==> src/hw/rtl/lbc_pkg.sv <==
package lbc_pkg;

    localparam int DEF_NUM_WAYS   = 15;
    localparam int DEF_LINE_BYTES = 4096;
    localparam int DEF_ADDR_BITS  = 24;

    localparam int STAMP_W = 32;

    typedef logic [STAMP_W-1:0] t_stamp;

    typedef enum logic [1:0] {
        ST_HIT     = 2'd0,
        ST_FILL    = 2'd1,
        ST_EXTEND  = 2'd2,
        ST_ILLEGAL = 2'd3
    } t_status;

endpackage

==> src/hw/rtl/line_buffer_cache_lru_control_top.sv <==
// Control of a fully associative write-back line cache with LRU replacement.
// One transaction per cycle is sustained unless the output stalls: an access is
// captured in the input register and, when the result register is free, the
// parallel tag compare over all ways, the use-stamp minimum tree and the state
// update run in one pass into the result register, so the access that follows
// already sees the updated tags, dirty bits and stamps. Status codes: hit,
// miss with fill, miss that extends the store end (no fill needed), and
// illegal (line base beyond the end; nothing changes). A dirty victim raises
// writeback with its base. Use stamps saturate at the 32-bit maximum; ties
// then go to the lowest way. LINE_BYTES must be a power of two.
module line_buffer_cache_lru_control_top #(
    parameter int NUM_WAYS   = lbc_pkg::DEF_NUM_WAYS,
    parameter int LINE_BYTES = lbc_pkg::DEF_LINE_BYTES,
    parameter int ADDR_BITS  = lbc_pkg::DEF_ADDR_BITS,
    localparam int WAY_W     = $clog2(NUM_WAYS),
    localparam int OFF_W     = $clog2(LINE_BYTES)
) (
    input  logic                 i_clk,
    input  logic                 i_rst_n,
    input  logic                 i_in_valid,
    output logic                 o_in_ready,
    input  logic                 i_func,
    input  logic [ADDR_BITS-1:0] i_position,
    output logic                 o_out_valid,
    input  logic                 i_out_ready,
    output lbc_pkg::t_status     o_status,
    output logic [WAY_W-1:0]     o_way,
    output logic [OFF_W-1:0]     o_offset,
    output logic                 o_writeback,
    output logic [ADDR_BITS-1:0] o_writeback_base,
    output logic [ADDR_BITS-1:0] o_fill_base
);
    import lbc_pkg::*;

    localparam int LNUM_W = ADDR_BITS - OFF_W;
    localparam int END_W  = ADDR_BITS + 1;

    // input register
    logic                 r_in_valid;
    logic                 r_func;
    logic [ADDR_BITS-1:0] r_pos;

    // cache state
    logic [LNUM_W-1:0]   r_base [NUM_WAYS];
    logic [NUM_WAYS-1:0] r_valid;
    logic [NUM_WAYS-1:0] r_dirty;
    t_stamp              r_stamp [NUM_WAYS];
    t_stamp              r_clock;
    logic [END_W-1:0]    r_end;

    // result register
    logic                 r_out_valid;
    t_status              r_status;
    logic [WAY_W-1:0]     r_way;
    logic [OFF_W-1:0]     r_offset;
    logic                 r_wb;
    logic [ADDR_BITS-1:0] r_wb_base;
    logic [ADDR_BITS-1:0] r_fill_base;

    logic                 w_take;
    logic [LNUM_W-1:0]    w_lnum;
    logic [OFF_W-1:0]     w_offset;
    logic [ADDR_BITS-1:0] w_base;
    logic                 w_hit;
    logic [WAY_W-1:0]     w_hit_way;
    logic [WAY_W-1:0]     w_victim;
    logic [WAY_W-1:0]     w_way;
    logic                 w_illegal;
    logic                 w_extend;
    logic                 w_miss;
    logic                 w_wb;
    t_stamp               n_clock;
    t_status              n_status;

    assign w_take     = r_in_valid && (!r_out_valid || i_out_ready);
    assign o_in_ready = !r_in_valid || w_take;

    always_ff @(posedge i_clk) begin
        if (!i_rst_n) begin
            r_in_valid <= 1'b0;
        end else if (o_in_ready) begin
            r_in_valid <= i_in_valid;
        end
    end

    always_ff @(posedge i_clk) begin
        if (o_in_ready && i_in_valid) begin
            r_func <= i_func;
            r_pos  <= i_position;
        end
    end

    assign w_lnum   = r_pos[ADDR_BITS-1:OFF_W];
    assign w_offset = r_pos[OFF_W-1:0];
    assign w_base   = {w_lnum, {OFF_W{1'b0}}};

    lbc_lookup #(
        .NUM_WAYS (NUM_WAYS),
        .LNUM_W   (LNUM_W)
    ) u_lookup (
        .i_base  (r_base),
        .i_valid (r_valid),
        .i_lnum  (w_lnum),
        .o_hit   (w_hit),
        .o_way   (w_hit_way)
    );

    lbc_victim #(
        .NUM_WAYS (NUM_WAYS)
    ) u_victim (
        .i_stamp (r_stamp),
        .o_way   (w_victim)
    );

    assign w_illegal = !w_hit && ({1'b0, w_base} > r_end);
    assign w_extend  = !w_hit && ({1'b0, w_base} == r_end);
    assign w_miss    = !w_hit && !w_illegal;
    assign w_way     = w_hit ? w_hit_way : w_victim;
    assign w_wb      = w_miss && r_valid[w_victim] && r_dirty[w_victim];
    assign n_clock   = (&r_clock) ? r_clock : r_clock + 1'b1;

    always_comb begin
        if (w_illegal) begin
            n_status = ST_ILLEGAL;
        end else if (w_hit) begin
            n_status = ST_HIT;
        end else if (w_extend) begin
            n_status = ST_EXTEND;
        end else begin
            n_status = ST_FILL;
        end
    end

    always_ff @(posedge i_clk) begin
        if (!i_rst_n) begin
            r_valid <= '0;
            r_dirty <= '0;
            r_clock <= '0;
            r_end   <= '0;
            for (int i = 0; i < NUM_WAYS; i++) begin
                r_stamp[i] <= '0;
            end
        end else if (w_take && !w_illegal) begin
            r_clock        <= n_clock;
            r_stamp[w_way] <= n_clock;
            if (w_hit) begin
                if (r_func) begin
                    r_dirty[w_way] <= 1'b1;
                end
            end else begin
                r_valid[w_way] <= 1'b1;
                r_dirty[w_way] <= r_func;
                if (w_extend) begin
                    r_end <= r_end + END_W'(LINE_BYTES);
                end
            end
        end
    end

    // tags are only read behind a valid bit
    always_ff @(posedge i_clk) begin
        if (w_take && w_miss) begin
            r_base[w_victim] <= w_lnum;
        end
    end

    always_ff @(posedge i_clk) begin
        if (!i_rst_n) begin
            r_out_valid <= 1'b0;
        end else if (w_take) begin
            r_out_valid <= 1'b1;
        end else if (i_out_ready) begin
            r_out_valid <= 1'b0;
        end
    end

    always_ff @(posedge i_clk) begin
        if (w_take) begin
            r_status    <= n_status;
            r_way       <= w_illegal ? '0 : w_way;
            r_offset    <= w_illegal ? '0 : w_offset;
            r_wb        <= w_wb;
            r_wb_base   <= w_wb ? {r_base[w_victim], {OFF_W{1'b0}}} : '0;
            r_fill_base <= w_miss ? w_base : '0;
        end
    end

    assign o_out_valid      = r_out_valid;
    assign o_status         = r_status;
    assign o_way            = r_way;
    assign o_offset         = r_offset;
    assign o_writeback      = r_wb;
    assign o_writeback_base = r_wb_base;
    assign o_fill_base      = r_fill_base;

endmodule

==> src/hw/rtl/lbc_lookup.sv <==
module lbc_lookup #(
    parameter int NUM_WAYS = lbc_pkg::DEF_NUM_WAYS,
    parameter int LNUM_W   = lbc_pkg::DEF_ADDR_BITS - $clog2(lbc_pkg::DEF_LINE_BYTES),
    localparam int WAY_W   = $clog2(NUM_WAYS)
) (
    input  logic [LNUM_W-1:0] i_base [NUM_WAYS],
    input  logic [NUM_WAYS-1:0] i_valid,
    input  logic [LNUM_W-1:0] i_lnum,
    output logic               o_hit,
    output logic [WAY_W-1:0]   o_way
);
    import lbc_pkg::*;

    // parallel tag compare; lowest matching way wins
    always_comb begin
        o_hit = 1'b0;
        o_way = '0;
        for (int i = NUM_WAYS - 1; i >= 0; i--) begin
            if (i_valid[i] && (i_base[i] == i_lnum)) begin
                o_hit = 1'b1;
                o_way = WAY_W'(i);
            end
        end
    end

endmodule

==> src/hw/rtl/lbc_victim.sv <==
module lbc_victim #(
    parameter int NUM_WAYS = lbc_pkg::DEF_NUM_WAYS,
    localparam int WAY_W   = $clog2(NUM_WAYS)
) (
    input  lbc_pkg::t_stamp  i_stamp [NUM_WAYS],
    output logic [WAY_W-1:0] o_way
);
    import lbc_pkg::*;

    localparam int LEAVES = 1 << WAY_W;
    localparam int NODES  = 2 * LEAVES - 1;

    t_stamp           node_s [NODES];
    logic [WAY_W-1:0] node_i [NODES];

    // min tree over use stamps; left side wins ties so the lowest index is kept.
    // Padding leaves sit at the tail with the maximum stamp and never win.
    always_comb begin
        for (int i = 0; i < LEAVES; i++) begin
            if (i < NUM_WAYS) begin
                node_s[LEAVES - 1 + i] = i_stamp[i];
                node_i[LEAVES - 1 + i] = WAY_W'(i);
            end else begin
                node_s[LEAVES - 1 + i] = '1;
                node_i[LEAVES - 1 + i] = '0;
            end
        end
        for (int k = LEAVES - 2; k >= 0; k--) begin
            if (node_s[2*k+1] <= node_s[2*k+2]) begin
                node_s[k] = node_s[2*k+1];
                node_i[k] = node_i[2*k+1];
            end else begin
                node_s[k] = node_s[2*k+2];
                node_i[k] = node_i[2*k+2];
            end
        end
        o_way = node_i[0];
    end

endmodule

==> config.mk <==
export PLATFORM = sky130hd
export DESIGN_NAME = line_buffer_cache_lru_control_top
export DESIGN_NICKNAME = d
export VERILOG_FILES = /design/src/hw/rtl/lbc_pkg.sv /design/src/hw/rtl/line_buffer_cache_lru_control_top.sv /design/src/hw/rtl/lbc_lookup.sv /design/src/hw/rtl/lbc_victim.sv
export SDC_FILE = /design/constraint.sdc
export NUM_CORES = 2
export LEC_CHECK = 0
export ABC_AREA = 1
export BUFFER_PORTS_ARGS = -buffer_cell sky130_fd_sc_hd__buf_2
export CORE_MARGIN = 2
export CORE_UTILIZATION = 50
export CTS_CLUSTER_DIAMETER = 60
export DETAILED_ROUTE_END_ITERATION = 6
export GPL_TIMING_DRIVEN = 0
export PLACE_DENSITY = 0.66
export SYNTH_ARGS = -nofsm -noshare
export SYNTH_HDL_FRONTEND = slang
export SYNTH_SLANG_ARGS = --single-unit
==> constraint.sdc <==
create_clock -name i_clk -period 8.98 [get_ports i_clk]
set_input_delay 0.449 -clock i_clk [delete_from_list [all_inputs] [get_ports i_clk]]
set_output_delay 0.449 -clock i_clk [all_outputs]
set_load 0.01 [all_outputs]
==> results.py <==
metrics = {
    "synthesis": {
        "ys_seq_elements": 805,
        "avgSynthCellArea_um2": 6.96,
        "synth_area_um2": 51100,
        "synth_ff_type": "dfxtp_1",
        "synth.largest_area_cell": "dfxtp_1",
        "syn_inst": 7346,
        "synth_edf_count": 248,
        "synthArstFlopShare": 0,
        "seq_area_frac_synth": 0.364,
        "synth_common_cells": "nand2_1, nor2_1, inv_1, o21ai_0, dfxtp_1",
        "synth_area_leaders": "dfxtp_1, edfxtp_1, nand2_1, ha_1, o21ai_0",
        "yosysMostFrequentCell": "nand2_1",
        "synth.distinct_cells": 55,
        "synth_top_area_share": 0.218,
        "ys.warnings.count": 0,
    },
    "detailed_routing": {
        "detail_route.first_pass.iterations": 6,
        "wl_per_cell_um": 25.6,
        "wl_um": 234000,
        "drt_iter0_drc": 6403,
        "post-route-drc-count": 0,
        "ant_nets": 0,
        "viasPerCell": 5.79,
        "vias": 53012,
    },
    "die": {
        "dieArea_um2": 105000,
        "die_w_um": 324,
        "rows": 117,
        "start_util": 0.503,
        "io_pins": 98,
        "core-area_um2": 102000,
        "die_y_um": 324,
    },
    "placement": {
        "place.port_buffers": 72,
        "dp_hpwl_um": 170000,
        "gp_congestion": 1.08,
    },
    "grt": {
        "grt_usage": 0.435,
        "overflow": 0,
        "grt_pass1_vias": 48064,
        "antenna_found_initial": 17,
        "grt_max_degree": 35,
        "grt_pass1_wl_um": 327000,
    },
    "critical_path": {
        "path_max_fanout": 10,
        "slowest_delay_ns": 0.57,
        "cp-start-kind": "flop",
        "crit_start": "r_stamp[167]",
        "cpMaxStageDelayCell": "o21ai_0",
        "r2r_slack_ns": 0.16,
        "crit_top_cell": "nand2_1",
        "worstReg2RegStart": "r_stamp[167]",
        "r2r-end": "o_writeback_base[19]",
        "endpoint": "o_writeback_base[19]",
        "required_ns": 9.53,
        "critPathKind": "reg2reg",
        "cp-end-kind": "flop",
        "crit_arrival_ns": 9.37,
        "reg2reg_depth": 57,
    },
    "clock_network": {
        "clk_latency_ns": 0.75,
        "cts_buffers": 108,
        "clkTransAtPathRegs_ns": 0.06,
        "clock-sinks": 805,
        "cts.root.buffer_cell": "clkbuf_16",
        "cts_tree": "yes",
        "h-tree-depth": 3,
        "clockBufferDepth": 3,
    },
    "sta": {
        "finalSetupViolCount": 0,
        "slew-limit-headroom": -0.0779,
        "timing.final.crit_share": 0.982,
        "slew_viol_final": 62,
        "min_period_ns": 8.82,
        "worst_slew_pin_slew_ns": 1.62,
        "skew_ns": 0.0354,
        "clock.fmax_mhz": 113,
        "hold_viol": 0,
    },
    "final_layout": {
        "area_growth_pct": 18.8,
        "fin_util": 0.598,
        "final_nets": 8167,
        "regArea_um2": 18600,
        "multi_input_area_um2": 29200,
        "drive_above_1_share": 0.126,
        "fillers": 9732,
    },
    "status": {
        "status": "complete, but fails checks",
        "violations": "capacitance limit, slew limit",
    },
    "hold_path": {
        "min_path_type": "in2reg",
    },
    "run": {
        "maxCapViolations": 6,
    },
}
## state kept, by name, summed over array words and instances, names as in the netlist, 4 cells and up
signal,cells
r_base,180
o_fill_base,12
r_dirty,15
r_valid,15
r_stamp,480
o_writeback_base,12
o_offset,12
r_clock,32
r_end,13
r_pos,24
o_way,4
## layout make-up
class,instances,area share
antenna,18,0.000741
buffer,349,0.0411
clock buffer,134,0.0474
clock inverter,69,0.0120
inverter,904,0.0566
multi-input combinational,5305,0.480
sequential,805,0.306
tap,1368,0.0282
timing repair buffer,201,0.0273
timing repair inverter,2,0.000206
## cell families (layout without fill, tap and decap cells)
| group | Yosys count | count (layout) | share of synthesized area |
|---|---|---|---|
| fa+ha+maj | 462 | 462 | 0.113 |
| buf+inv | 1262 | 1659 | 0.0994 |
| simple gates | 3338 | 3341 | 0.268 |
| other cells | 1 | 42 | 0.0000733 |
| xor+xnor | 72 | 72 | 0.0123 |
| flops | 805 | 805 | 0.364 |
| compound gates | 1406 | 1406 | 0.144 |
## worst min-delay path by stage
stage	start	endpoint	slack (ns)	depth (start not counted)
floorplan	r_stamp[303]	r_stamp[303]	0.43	2
global placement	r_stamp[310]	r_stamp[310]	0.44	2
detailed placement	r_stamp[312]	r_stamp[312]	0.45	2
CTS	i_position[22]	r_pos[22]	0.40	2
global route	i_position[12]	r_pos[12]	0.43	2
finish	i_position[18]	r_pos[18]	0.43	2
## metal layers
layer	vias to the layer above	global-route usage	part of all wire
met5	-	0	0.00011
met1	24601	0.527	0.37
met2	2936	0.662	0.43
met3	854	0.0771	0.097
met4	4	0.389	0.10
li1	24617	-	-
## per-stage QoR
stage | setup slack, ns | instances | instance area, um^2 | hold WS (ns) | setup TNS, ns
CTS | -0.0566 | 9082 | 59100 | 0.402 | -0.813
global placement | -3.81 | 8809 | 53300 | 0.444 | -2288.46
finish | 0.163 | 9155 | 60700 | 0.428 | 0
global route | -0.137 | 9138 | 60700 | 0.432 | -28.42
floorplan | 0.848 | 7369 | 51200 | 0.431 | 0
detailed placement | -3.75 | 8819 | 53500 | 0.447 | -2262.62
## repair_timing
action	4_1_cts	5_1_grt
hold endpoints to repair	27	0
gates resized for setup	598	491
cloned	0	7
hold buffers	27	0
setup buffers	40	50
endpoints found under the setup margin	707	706
pin swaps	26	57
## placed cells by master, fill, tap and decap left out, types with 16 or more instances in the layout
master         count
xnor2_1           33
buf_2            129
nor2_2            24
clkbuf_4          29
ha_1             456
nand2_1         1833
nor2_1           861
clkbuf_2          35
nor4_1            31
o21ai_2          118
o21ai_1          175
diode_2           18
xor2_1            35
nand3_1          240
clkinv_2          16
a21oi_2           18
edfxtp_1         248
o21ai_0          558
buf_8             21
clkbuf_1          89
buf_6             45
dlygate4sd3_1     27
dfxtp_1          557
inv_1            869
nor3_1            75
conb_1            24
clkbuf_16        111
buf_4            159
nand4_1          105
o21bai_1          55
a21oi_1          396
o21a_1            17
nand2_2           32
o21ai_4           19
inv_2             19
## worst max-delay path: cells and delay by family (launching register included)
family / cells / cell delay, ns
and+or+nand+nor: 36 / 4.11
DFF: 1 / 0.30
AOI/OAI and AO/OA: 6 / 1.43
adders and majority gates: 4 / 1.17
buffers and inverters: 11 / 1.55
Power is left out: the tool's default activity adds up to more than one toggle a clock period on the data nets, which glitch-free logic cannot reach.
